## config.mk

```make
export PLATFORM = sky130hd
export DESIGN_NAME = shift_jis_to_euc_jp_encoder
export DESIGN_NICKNAME = d
export VERILOG_FILES = /design/src/rtl/sjis_pkg.sv /design/src/rtl/shift_jis_to_euc_jp_encoder.sv
export SDC_FILE = /design/constraint.sdc
export NUM_CORES = 1
export LEC_CHECK = 0
export ABC_AREA = 1
export BUFFER_PORTS_ARGS = -buffer_cell sky130_fd_sc_hd__buf_4
export CAP_MARGIN = 20
export CORE_MARGIN = 4
export CORE_UTILIZATION = 30
export DETAILED_ROUTE_END_ITERATION = 8
export PLACE_DENSITY = 0.43
export REMOVE_ABC_BUFFERS = 1
export SYNTH_ARGS = -nofsm -noshare
export SYNTH_HDL_FRONTEND = slang
export SYNTH_SLANG_ARGS = --single-unit
```

## constraint.sdc

```tcl
create_clock -name clock -period 10.8 [get_ports clock]
set_clock_uncertainty 0.1 [all_clocks]
set_input_delay 2.16 -clock clock [delete_from_list [all_inputs] [get_ports clock]]
set_output_delay 2.16 -clock clock [all_outputs]
set_load 0.05 [all_outputs]
```

## src/rtl/sjis_pkg.sv

```systemverilog
// Shared constants and types for the Shift-JIS to EUC-JP byte stream encoder.
// No dependencies; used by rtl/shift_jis_to_euc_jp_encoder.sv.
`default_nettype none

package sjis_pkg;

   // Field widths
   localparam int unsigned BYTE_W   = 8;
   localparam int unsigned COUNT_W  = 2;
   localparam int unsigned WORD_W   = 16;
   localparam int unsigned REQ_DATA_W = 8;
   localparam int unsigned RSP_DATA_W = 24;

   // Output byte counts
   localparam logic [COUNT_W-1:0] COUNT_ONE = 2'd1;
   localparam logic [COUNT_W-1:0] COUNT_TWO = 2'd2;

   // Reset value of the substitution byte ('?')
   localparam logic [BYTE_W-1:0] DEFAULT_CHAR_RESET = 8'h3F;

   // Half-width katakana prefix
   localparam logic [BYTE_W-1:0] KANA_PREFIX = 8'h8E;

   // Extended-code remap offsets
   localparam logic [WORD_W-1:0] EXT_OFS_ROMAN   = 16'h0B51;
   localparam logic [WORD_W-1:0] EXT_OFS_DIGITS  = 16'h72F6;
   localparam logic [WORD_W-1:0] EXT_OFS_SYMBOL  = 16'h0B5B;
   localparam logic [WORD_W-1:0] EXT_OFS_LOW     = 16'h0D5F;
   localparam logic [WORD_W-1:0] EXT_OFS_MID     = 16'h0D1D;
   localparam logic [WORD_W-1:0] EXT_OFS_HIGH    = 16'h0D1C;
   localparam logic [WORD_W-1:0] EXT_CODE_FA58   = 16'h878A;
   localparam logic [WORD_W-1:0] EXT_CODE_FA59   = 16'h8782;
   localparam logic [WORD_W-1:0] EXT_CODE_FA5A   = 16'h8784;
   localparam logic [WORD_W-1:0] EXT_CODE_FA5B   = 16'h879A;

   // One result word
   typedef struct packed {
      logic [COUNT_W-1:0] byte_count;
      logic [BYTE_W-1:0]  second_byte;
      logic [BYTE_W-1:0]  first_byte;
   } rsp_word_type;

endpackage

`default_nettype wire

```

## src/rtl/shift_jis_to_euc_jp_encoder.sv

```systemverilog
// Shift-JIS to EUC-JP byte stream encoder, one source byte per word.
// The result word is registered and valid in the cycle after its completing byte is taken.
// Throughput: one input word per cycle; the input stalls only while a result waits on rsp_tready.
// Reset (synchronous, active high): held lead byte dropped, no result pending,
// substitution byte returns to 0x3F.
// Depends on rtl/sjis_pkg.sv.
`default_nettype none

module shift_jis_to_euc_jp_encoder (
   input  wire logic                               clock,
   input  wire logic                               reset,
   // request stream
   input  wire logic                               req_tvalid,
   output      logic                               req_tready,
   input  wire logic [sjis_pkg::REQ_DATA_W-1:0]    req_tdata,  // [7:0] in_byte
   input  wire logic                               req_tuser,  // [0] flush
   // response stream
   output      logic                               rsp_tvalid,
   input  wire logic                               rsp_tready,
   output      logic [sjis_pkg::RSP_DATA_W-1:0]    rsp_tdata,  // [7:0] first_byte,
                                                               // [15:8] second_byte,
                                                               // [17:16] byte_count,
                                                               // [23:18] zero
   output      logic                               rsp_tuser,  // [0] substituted
   // configuration
   input  wire logic                               csr_valid,
   output      logic                               csr_ready,
   input  wire logic [sjis_pkg::BYTE_W-1:0]        csr_data    // default_char
);

   localparam int unsigned PAD_W =
      sjis_pkg::RSP_DATA_W - sjis_pkg::COUNT_W - 2 * sjis_pkg::BYTE_W;

   logic                            pending_ff, pending_in;
   logic [sjis_pkg::BYTE_W-1:0]     lead_ff, lead_in;
   logic [sjis_pkg::BYTE_W-1:0]     dflt_ff;
   logic                            rsp_valid_ff, rsp_valid_in;
   sjis_pkg::rsp_word_type          rsp_word_ff, rsp_word_in;
   logic                            rsp_sub_ff, rsp_sub_in;

   logic                            req_fire;
   logic                            rsp_fire;
   logic                            produce;
   logic [sjis_pkg::BYTE_W-1:0]     in_byte;
   logic                            flush;
   logic                            is_lead;

   logic [sjis_pkg::WORD_W-1:0]     ext_word;
   logic [sjis_pkg::WORD_W-1:0]     map_word;
   logic [sjis_pkg::BYTE_W-1:0]     m_lead;
   logic [sjis_pkg::BYTE_W-1:0]     m_trail;
   logic [sjis_pkg::BYTE_W-1:0]     lead_base;
   logic [sjis_pkg::BYTE_W-1:0]     row_ofs;
   logic [sjis_pkg::BYTE_W-1:0]     jis_first;
   logic [sjis_pkg::BYTE_W-1:0]     jis_second;
   sjis_pkg::rsp_word_type          conv_word;
   logic                            conv_sub;

   assign in_byte   = req_tdata[sjis_pkg::BYTE_W-1:0];
   assign flush     = req_tuser;
   assign req_fire  = req_tvalid && req_tready;
   assign rsp_fire  = rsp_valid_ff && rsp_tready;
   assign req_tready = !rsp_valid_ff || rsp_tready;
   assign csr_ready = 1'b1;

   assign is_lead = (in_byte inside {[8'h81:8'h9F], [8'hE0:8'hFC]});

   // Vendor extended codes move to the NEC-selected area (ED/EE leads) or to NEC row 13 (87 lead)
   assign ext_word = {lead_ff, in_byte};
   always_comb begin
      map_word = ext_word;
      if ((lead_ff inside {[8'hFA:8'hFC]}) && (in_byte >= 8'h40)) begin
         if (ext_word inside {[16'hFA40:16'hFA49]}) begin
            map_word = ext_word - sjis_pkg::EXT_OFS_ROMAN;
         end else if (ext_word inside {[16'hFA4A:16'hFA53]}) begin
            map_word = ext_word - sjis_pkg::EXT_OFS_DIGITS;
         end else if (ext_word inside {[16'hFA54:16'hFA57]}) begin
            map_word = ext_word - sjis_pkg::EXT_OFS_SYMBOL;
         end else if (ext_word == 16'hFA58) begin
            map_word = sjis_pkg::EXT_CODE_FA58;
         end else if (ext_word == 16'hFA59) begin
            map_word = sjis_pkg::EXT_CODE_FA59;
         end else if (ext_word == 16'hFA5A) begin
            map_word = sjis_pkg::EXT_CODE_FA5A;
         end else if (ext_word == 16'hFA5B) begin
            map_word = sjis_pkg::EXT_CODE_FA5B;
         end else if (ext_word inside {[16'hFA5C:16'hFC4B]}) begin
            if (in_byte < 8'h5C) begin
               map_word = ext_word - sjis_pkg::EXT_OFS_LOW;
            end else if (in_byte inside {[8'h80:8'h9B]}) begin
               map_word = ext_word - sjis_pkg::EXT_OFS_MID;
            end else begin
               map_word = ext_word - sjis_pkg::EXT_OFS_HIGH;
            end
         end
      end
   end

   assign m_lead  = map_word[sjis_pkg::WORD_W-1:sjis_pkg::BYTE_W];
   assign m_trail = map_word[sjis_pkg::BYTE_W-1:0];

   // Double-byte to EUC-JP row/cell arithmetic, wrapping mod 256
   always_comb begin
      if (m_lead <= 8'h9F) begin
         lead_base = m_lead - 8'h81;
         row_ofs   = (m_trail <= 8'h9E) ? 8'hA1 : 8'hA2;
      end else begin
         lead_base = m_lead - 8'hE0;
         row_ofs   = (m_trail <= 8'h9E) ? 8'hDF : 8'hE0;
      end
      jis_first = {lead_base[sjis_pkg::BYTE_W-2:0], 1'b0} + row_ofs;
      if (m_trail inside {[8'h40:8'h7E]}) begin
         jis_second = m_trail + 8'h61;
      end else if (m_trail inside {[8'h80:8'h9E]}) begin
         jis_second = m_trail + 8'h60;
      end else begin
         jis_second = m_trail + 8'h02;
      end
   end

   // Result selection for the accepted byte
   always_comb begin
      conv_sub = 1'b0;
      if (!pending_ff) begin
         if (in_byte inside {[8'hA1:8'hDF]}) begin
            conv_word = '{byte_count: sjis_pkg::COUNT_TWO, second_byte: in_byte,
                          first_byte: sjis_pkg::KANA_PREFIX};
         end else begin
            conv_word = '{byte_count: sjis_pkg::COUNT_ONE, second_byte: 8'h00,
                          first_byte: in_byte};
         end
      end else if (m_lead <= 8'hEF) begin
         conv_word = '{byte_count: sjis_pkg::COUNT_TWO, second_byte: jis_second,
                       first_byte: jis_first};
      end else if (m_lead >= 8'hFA) begin
         conv_word = '{byte_count: sjis_pkg::COUNT_ONE, second_byte: 8'h00,
                       first_byte: dflt_ff};
         conv_sub  = 1'b1;
      end else begin
         conv_word = '{byte_count: sjis_pkg::COUNT_TWO, second_byte: m_trail,
                       first_byte: m_lead};
      end
   end

   assign produce = req_fire && !flush && (pending_ff || !is_lead);

   // Lead byte holding
   always_comb begin
      pending_in = pending_ff;
      lead_in    = lead_ff;
      if (req_fire) begin
         if (flush || pending_ff) begin
            pending_in = 1'b0;
            lead_in    = '0;
         end else if (is_lead) begin
            pending_in = 1'b1;
            lead_in    = in_byte;
         end
      end
   end

   // Result register
   always_comb begin
      rsp_valid_in = rsp_valid_ff;
      rsp_word_in  = rsp_word_ff;
      rsp_sub_in   = rsp_sub_ff;
      if (rsp_fire) begin
         rsp_valid_in = 1'b0;
      end
      if (produce) begin
         rsp_valid_in = 1'b1;
         rsp_word_in  = conv_word;
         rsp_sub_in   = conv_sub;
      end
   end

   always_ff @(posedge clock) begin
      if (reset) begin
         pending_ff   <= 1'b0;
         lead_ff      <= '0;
         rsp_valid_ff <= 1'b0;
         dflt_ff      <= sjis_pkg::DEFAULT_CHAR_RESET;
      end else begin
         pending_ff   <= pending_in;
         lead_ff      <= lead_in;
         rsp_valid_ff <= rsp_valid_in;
         if (csr_valid && csr_ready) begin
            dflt_ff <= csr_data;
         end
      end
   end

   // Payload needs no reset
   always_ff @(posedge clock) begin
      rsp_word_ff <= rsp_word_in;
      rsp_sub_ff  <= rsp_sub_in;
   end

   assign rsp_tvalid = rsp_valid_ff;
   assign rsp_tdata  = {{PAD_W{1'b0}}, rsp_word_ff};
   assign rsp_tuser  = rsp_sub_ff;

   // A trail byte or flush always leaves no lead held
   a_trail_clears: assert property (@(posedge clock) disable iff (reset)
      req_fire && (flush || pending_ff) |=> !pending_ff && (lead_ff == '0))
      else $error("lead byte still held after trail or flush");

   // A held lead is always a legal Shift-JIS lead byte
   a_lead_legal: assert property (@(posedge clock) disable iff (reset)
      pending_ff |-> ((lead_ff >= 8'h81) && (lead_ff <= 8'h9F)) ||
                     ((lead_ff >= 8'hE0) && (lead_ff <= 8'hFC)))
      else $error("held lead byte out of lead range");

   // A substituted result is a single byte
   a_sub_single: assert property (@(posedge clock) disable iff (reset)
      rsp_valid_ff && rsp_sub_ff |->
         (rsp_word_ff.byte_count == sjis_pkg::COUNT_ONE) &&
         (rsp_word_ff.second_byte == 8'h00))
      else $error("substituted result carries a second byte");

   // Byte count is one or two on every result
   a_count_range: assert property (@(posedge clock) disable iff (reset)
      rsp_valid_ff |-> (rsp_word_ff.byte_count == sjis_pkg::COUNT_ONE) ||
                       (rsp_word_ff.byte_count == sjis_pkg::COUNT_TWO))
      else $error("byte count out of range");

endmodule

`default_nettype wire
```

==> impl_metrics.py, run 1 <==
metrics = {
    "outcome": {
        "status": "completed",
    },
    "drt": {
        "drtPass1Iterations": 5,
        "antenna_left": 0,
        "drt_wl_total_mm": 16.5,
        "post-route-drc-count": 0,
        "vias_per_cell": 4.99,
        "wire_per_inst_um": 16.6,
        "drtIter0Drc": 347,
        "vias": 4960,
    },
    "setup_path": {
        "slowest_stage": "nand2_1",
        "crit_fanout": 21,
        "cpMostUsedCell": "nand2_1",
        "endpoint_kind": "register",
        "arrival_ns": 7.07,
        "max_stage_delay_ns": 0.45,
        "worstPathRequired_ns": 10.73,
        "startpoint_type": "primary input",
        "worstSetupPathType": "in2reg",
    },
    "yosys": {
        "yosysUniqueCellTypes": 54,
        "async_flop_share_pct": 0,
        "avgSynthCellArea_um2": 6.30,
        "synthFlopType": "edfxtp_1",
        "synth.yosys.seq_area_share_pct": 19.5,
        "synth_edf_count": 19,
        "synth_area_mm2": 0.00477,
        "synth_seq_cells": 37,
        "synth_cells": 757,
        "yosysWarnings": 0,
    },
    "sta": {
        "relSlewSlack_pct": 44.9,
        "setup_tns_ns": 0,
        "tightest_slew_ns": 0.825,
        "min_period_ns": 7.14,
        "hold_violations": 0,
        "rsz0062_at_grt": "no",
        "fmax_mhz": 140,
        "finalSetupViolations": 0,
        "slew_viol_final": 0,
        "finalCritPeriodShare_pct": 66.1,
    },
    "clocking": {
        "clk_pin_slew_worst_paths_ns": 0.06,
        "post_cts_resize_count": 0,
        "h-tree-depth": 2,
        "cts_setup_buffers": 0,
        "root_buffer": "clkbuf_16",
        "numCtsBuffers": 5,
        "cts_tree": "done",
        "cts_hold_buffers": 0,
        "clock_path_buffers": 2,
        "worst_skew_pair.late_latency_ns": 0.29,
        "cts.sinks": 37,
    },
    "die": {
        "chipWidth_um": 134,
        "initial_utilization_pct": 31.0,
        "num_io_pins": 50,
        "std_cell_rows": 45,
        "die-area_mm2": 0.0180,
        "die_height_um": 134,
        "core_area_mm2": 0.0154,
    },
    "power_and_ir_drop": {
        "totalPowerFinal_mw": 0.513,
        "powerDensity_mw_per_mm2": 95.4,
        "irDropWorstVdd_uv": 51.8,
        "p_leak_nw": 2.69,
    },
    "final_layout": {
        "drive_gt1_share_pct": 17.9,
        "fillerInstances": 1690,
        "fin_nets": 831,
        "final_area_mm2": 0.00538,
        "syn_to_final_growth_pct": 12.8,
        "stdcell_count": 994,
        "diodes": 0,
    },
    "job": {
        "cap_violations": 0,
    },
    "placement": {
        "gp_congestion": 0.912,
        "hpwlAfterDp_mm": 13.0,
        "placedCellCount": 986,
        "port_buffers": 42,
        "placed_area_mm2": 0.00519,
    },
    "global_routing": {
        "grtUsageTotal_pct": 18.4,
        "grt_max_degree": 22,
        "grt_pass1_vias": 4769,
        "antenna_found_initial": 0,
        "grt_remaining_overflow": 0,
        "grt_pass1_wl_mm": 26.4,
    },
    "hold_path": {
        "hold_path.class": "reg2reg",
    },
}
## cell usage after synthesis, types with 3 or more instances
library cell    n  area (um2)
nand2_4         7        78.8
a21oi_1        31         155
nor2_2          5        31.3
dfxtp_1        18         360
nand2_2        23         144
edfxtp_1       19         571
buf_2           9        45.0
o21ai_1        22         110
nand3_2         4        40.0
inv_1          77         289
xor2_1         19         166
o211ai_1        8        60.1
o21ai_0        36         180
nor3_1          3        15.0
a21oi_2         3        26.3
o22ai_1         3        18.8
nand2_1       228         856
clkbuf_1        6        22.5
ha_1           26         325
o21ai_2         5        43.8
nor2_1         49         184
inv_2          23        86.3
nand4_1         9        56.3
nand3_1        66         330
buf_4          12        90.1
nor2_4          5        56.3
## kinds of logic (layout without fill, tap and decap cells)
logic type,count (synthesis),in the layout,synth area share [%]
XOR/XNOR,20,20,3.67
flip-flops,37,37,19.5
AND/OR/NAND/NOR,413,413,41.3
buffers and inverters,132,153,12.0
AO/OA/AOI/OAI,126,126,16.1
adder cells (fa/ha/maj),27,27,7.24
other,2,7,0.157
## flip-flops by register name, summed over array words and instances, names as in the netlist
register    count
rsp_tdata      18
dflt_ff         8
lead_ff         8
pending_ff      1
rsp_tuser       1
rsp_tvalid      1
## report_power, final
part | switching [mW] | internal [mW]
sequential | 0.00669 | 0.157
clock | 0.0625 | 0.124
combinational | 0.113 | 0.0498
## worst max-delay path, delay by kind of cell
kind	cells	cell delay, ns
compound gates	3	0.44
fa+ha+maj	4	1.17
buf+inv	6	1.30
simple gates	16	1.97
## per-stage QoR
stage / util (%) / hold WS [ns] / setup slack [ns]
floorplan: - / 0.324 / 4.59
global placement: 33.8 / 0.355 / 3.40
detailed placement: 33.8 / 0.356 / 3.38
CTS: 35.0 / 0.372 / 3.68
global route: 35.0 / 0.383 / 3.26
finish: 35.0 / 0.368 / 3.66
## cells in the final DEF (no fill, tap or decap), types with 3 or more instances in the layout
cell type	n
o22ai_1	3
o21ai_1	22
nand3_1	66
o21ai_2	5
xor2_1	19
nand2_2	23
a21oi_1	31
nor2_2	5
inv_2	23
clkbuf_16	6
buf_4	43
nand3_2	4
nor3_1	3
ha_1	26
dfxtp_1	18
nor2_1	49
a21oi_2	3
nand2_1	228
inv_1	77
nand4_1	9
nor2_4	5
o21ai_0	36
conb_1	7
edfxtp_1	19
o211ai_1	8
nand2_4	7
## path summary, 6_finish.rpt
path,endpoint,startpoint,cells after the start,slack [ns]
worst max-delay path,rsp_tdata[7],req_tdata[2],29,3.66
worst max register to register,rsp_tdata[7],lead_ff[0],30,5.77
worst min register to register,dflt_ff[2],dflt_ff[2],2,0.37
worst min-delay path,dflt_ff[2],dflt_ff[2],2,0.37
## metal layers
layer	share of wire, %	global-route usage [%]	vias up
met4	2.6	6.00	0
met3	4.6	2.78	30
met5	0	0	-
met1	46	24.3	2283
met2	46	30.7	156
li1	-	-	2491
## layout make-up
class | instances | area, um2 | share of cell area, %
clock buffers | 6 | 150 | 2.79
clock inverters | 2 | 38.8 | 0.721
inverters | 102 | 388 | 7.21
multi-input cells | 593 | 3280 | 61.1
flip-flops and latches | 37 | 931 | 17.3
well taps | 211 | 264 | 4.91
repair buffers | 43 | 323 | 6.00
Power figures use the tool's default switching activity.
==> inputs of run 2 (changes only) <==
Settings changed: ABC_AREA 1 to 0, PLACE_DENSITY 0.43 to 0.45.
Clock period 10.8 ns to 6.4 ns, I/O delays scaled along.
==> impl_metrics.py, run 2 <==
metrics = {
    "final_layout": {
        "layout.cells.most_common": "buf_4",
        "diodes": 0,
        "fillerInstances": 1476,
        "fin_util_pct": 40.8,
        "stdcell_count": 880,
        "largest_reg_flops": 18,
        "fin_nets": 744,
        "multi_input_area_mm2": 0.00327,
        "syn_to_final_growth_pct": 32.6,
        "drive_gt1_share_pct": 32.8,
        "final_cell_mix": "buf_4 (162), nand2_1 (54), nor2_1 (46)",
        "seqCellArea_um2": 931,
    },
    "sta": {
        "fmax_mhz": 161,
        "tightest_slew_ns": 0.875,
        "finalSetupViolations": 0,
        "hold_violations": 0,
        "finalCritPeriodShare_pct": 97.2,
        "relSlewSlack_pct": 41.3,
        "slew_viol_final": 0,
        "min_period_ns": 6.22,
    },
    "global_routing": {
        "grt_util_met3_pct": 2.74,
        "grt_pass1_vias": 4792,
        "grtUsageTotal_pct": 20.2,
        "grt_max_degree": 20,
        "grt_pass1_wl_mm": 26.4,
        "use_met2_pct": 33.3,
        "grt_remaining_overflow": 0,
        "antenna_found_initial": 0,
        "grt-busiest-layer": "met2",
        "met1_usage_pct": 27.1,
    },
    "outcome": {
        "status": "completed",
    },
    "placement": {
        "hpwlAfterDp_mm": 13.9,
        "port_buffers": 42,
        "placedCellCount": 869,
        "gp_congestion": 0.943,
    },
    "die": {
        "chipWidth_um": 130,
        "die_height_um": 130,
        "die-area_mm2": 0.0170,
        "std_cell_rows": 44,
        "core_area_mm2": 0.0146,
        "initial_utilization_pct": 30.8,
        "num_io_pins": 50,
    },
    "yosys": {
        "synth_edf_count": 19,
        "async_flop_share_pct": 0,
        "yosys.area.top_type": "edfxtp_1",
        "yosysUniqueCellTypes": 96,
        "synth.top_cell.area_share_pct": 12.7,
        "synth_seq_cells": 37,
        "avgSynthCellArea_um2": 8.02,
        "synth_area_leaders": "edfxtp_1 (13%), dfxtp_1 (8.0%), ha_1 (7.2%), nand2_1 (4.5%), nor2_1 (3.8%)",
        "synth_commonest_cells": "nand2_1 (54), nor2_1 (46), a21oi_1 (33), inv_1 (28), ha_1 (26)",
        "synthFlopType": "edfxtp_1",
        "yosysMostFrequentCell": "nand2_1",
        "synth_area_mm2": 0.00449,
        "yosysWarnings": 0,
        "synth_cells": 560,
        "synth.yosys.seq_area_share_pct": 20.7,
    },
    "drt": {
        "drtIter0Drc": 337,
        "vias_per_cell": 5.54,
        "antenna_left": 0,
        "post-route-drc-count": 0,
        "wire_per_inst_um": 19.6,
        "drtPass1Iterations": 7,
        "drt_wl_total_mm": 17.2,
        "vias": 4876,
    },
    "clocking": {
        "clk_pin_slew_worst_paths_ns": 0.06,
        "cts.sinks": 37,
        "numCtsBuffers": 5,
        "worst_skew_pair.late_latency_ns": 0.28,
        "cts_hold_buffers": 0,
        "clock_path_buffers": 2,
        "root_buffer": "clkbuf_16",
        "h-tree-depth": 2,
        "cts_tree": "done",
    },
    "setup_path": {
        "worstPathRequired_ns": 6.34,
        "endpoint_kind": "register",
        "startpoint_type": "primary input",
        "arrival_ns": 6.16,
        "r2r_start": "lead_ff[2]",
        "r2r_end": "rsp_tdata[7]",
        "worstSetupPathType": "in2reg",
        "r2r_setup_slack_ns": 0.78,
        "worstRegToRegCells": 22,
        "crit_fanout": 7,
    },
    "power_and_ir_drop": {
        "irDropWorstVdd_uv": 92.2,
        "p_leak_nw": 2.58,
        "powerDensity_mw_per_mm2": 133,
        "totalPowerFinal_mw": 0.789,
    },
    "hold_path": {
        "hold_path.class": "reg2reg",
        "hold_end": "dflt_ff[5]",
        "min_path_cells": 2,
        "min-delay-start": "dflt_ff[5]",
    },
    "job": {
        "cap_violations": 0,
    },
}
==> run 2: cell count changes after synthesis, sizes merged, moves of 9 or more <==
cell | previous run | this run
nor2 | 61 | 48
nor2b | 0 | 9
o21ai | 63 | 34
nor3 | 5 | 15
xnor2 | 1 | 19
inv | 101 | 32
nand3 | 71 | 12
xor2 | 19 | 0
o211ai | 8 | 18
nand2 | 260 | 54
==> run 2: repair_timing <==
| action | CTS | global route |
|---|---|---|
| setup endpoints to repair | 0 | 1 |
| resized for setup | 0 | 15 |
| setup buffers | 0 | 3 |
==> run 2: final cells by class <==
cell class	count	share of cell area [%]
clock buffers	6	2.33
multi-input cells	454	54.9
clock inverters	2	0.231
inverters	32	2.02
flip-flops and latches	37	15.6
well taps	184	3.87
repair buffers	165	21.0
==> run 2: per-stage QoR <==
step                      instance area (um2)  TNS [ns]  hold slack, ns  setup WS [ns]
after global placement                   5720   -0.0967           0.376        -0.0967
after detailed placement                 5730    -0.152           0.379         -0.152
after global routing                     5950  -0.00539           0.424       -0.00539
after floorplan                          4270    -0.162           0.341         -0.162
after CTS                                5880         0           0.396          0.135
final                                    5950         0           0.388          0.180
==> run 2: layer usage <==
layer	vias up	share of wire, %
li1	2373	-
met1	2325	46
met2	141	47
met3	37	3.6
met4	0	3.4
met5	-	0
==> run 2: critical path, stage by stage <==
cell,delay (ns)
buf_4,0.13
inv_1,0.08
ha_2,0.19
and2_1,0.15
buf_4,0.17
o21a_1,0.18
o211ai_1,0.16
nor2_1,0.09
o41a_1,0.44
mux2i_2,0.22
o32a_1,0.22
inv_1,0.07
ha_2,0.17
and2_4,0.14
a211oi_4,0.20
inv_1,0.08
ha_1,0.22
buf_4,0.15
ha_1,0.29
a31oi_1,0.23
and3b_1,0.22
a21oi_2,0.18
o21ai_4,0.10
buf_6,0.14
a2111o_1,0.39
a32o_1,0.25
==> run 2: worst max-delay path by stage <==
stage | cells past startpoint | from | to
final | 26 | req_tdata[2] | rsp_tdata[7]
after global routing | 26 | req_tdata[2] | rsp_tdata[7]
after CTS | 27 | req_tdata[2] | rsp_tdata[7]
after detailed placement | 27 | req_tdata[2] | rsp_tdata[7]
after global placement | 27 | req_tdata[2] | rsp_tdata[7]
after floorplan | 25 | req_tdata[2] | rsp_tdata[7]
==> run 2: cell families (layout without fill, tap and decap cells) <==
logic type | Yosys count | in the layout | share of synthesized area [%]
AO/OA/AOI/OAI | 199 | 199 | 34.7
AND/OR/NAND/NOR | 190 | 190 | 22.1
buffers and inverters | 74 | 205 | 8.02
flip-flops | 37 | 37 | 20.7
adder cells (fa/ha/maj) | 27 | 27 | 7.69
XOR/XNOR | 19 | 19 | 3.70
multiplexers | 12 | 12 | 2.81
other | 2 | 7 | 0.167
==> run 2: where the power goes <==
part / total [mW] / internal (mW) / switching [mW]
Combinational: 0.274 / 0.114 / 0.159
Clock: 0.248 / 0.155 / 0.0936
Sequential: 0.267 / 0.261 / 0.00590
Total: 0.789 / 0.530 / 0.259
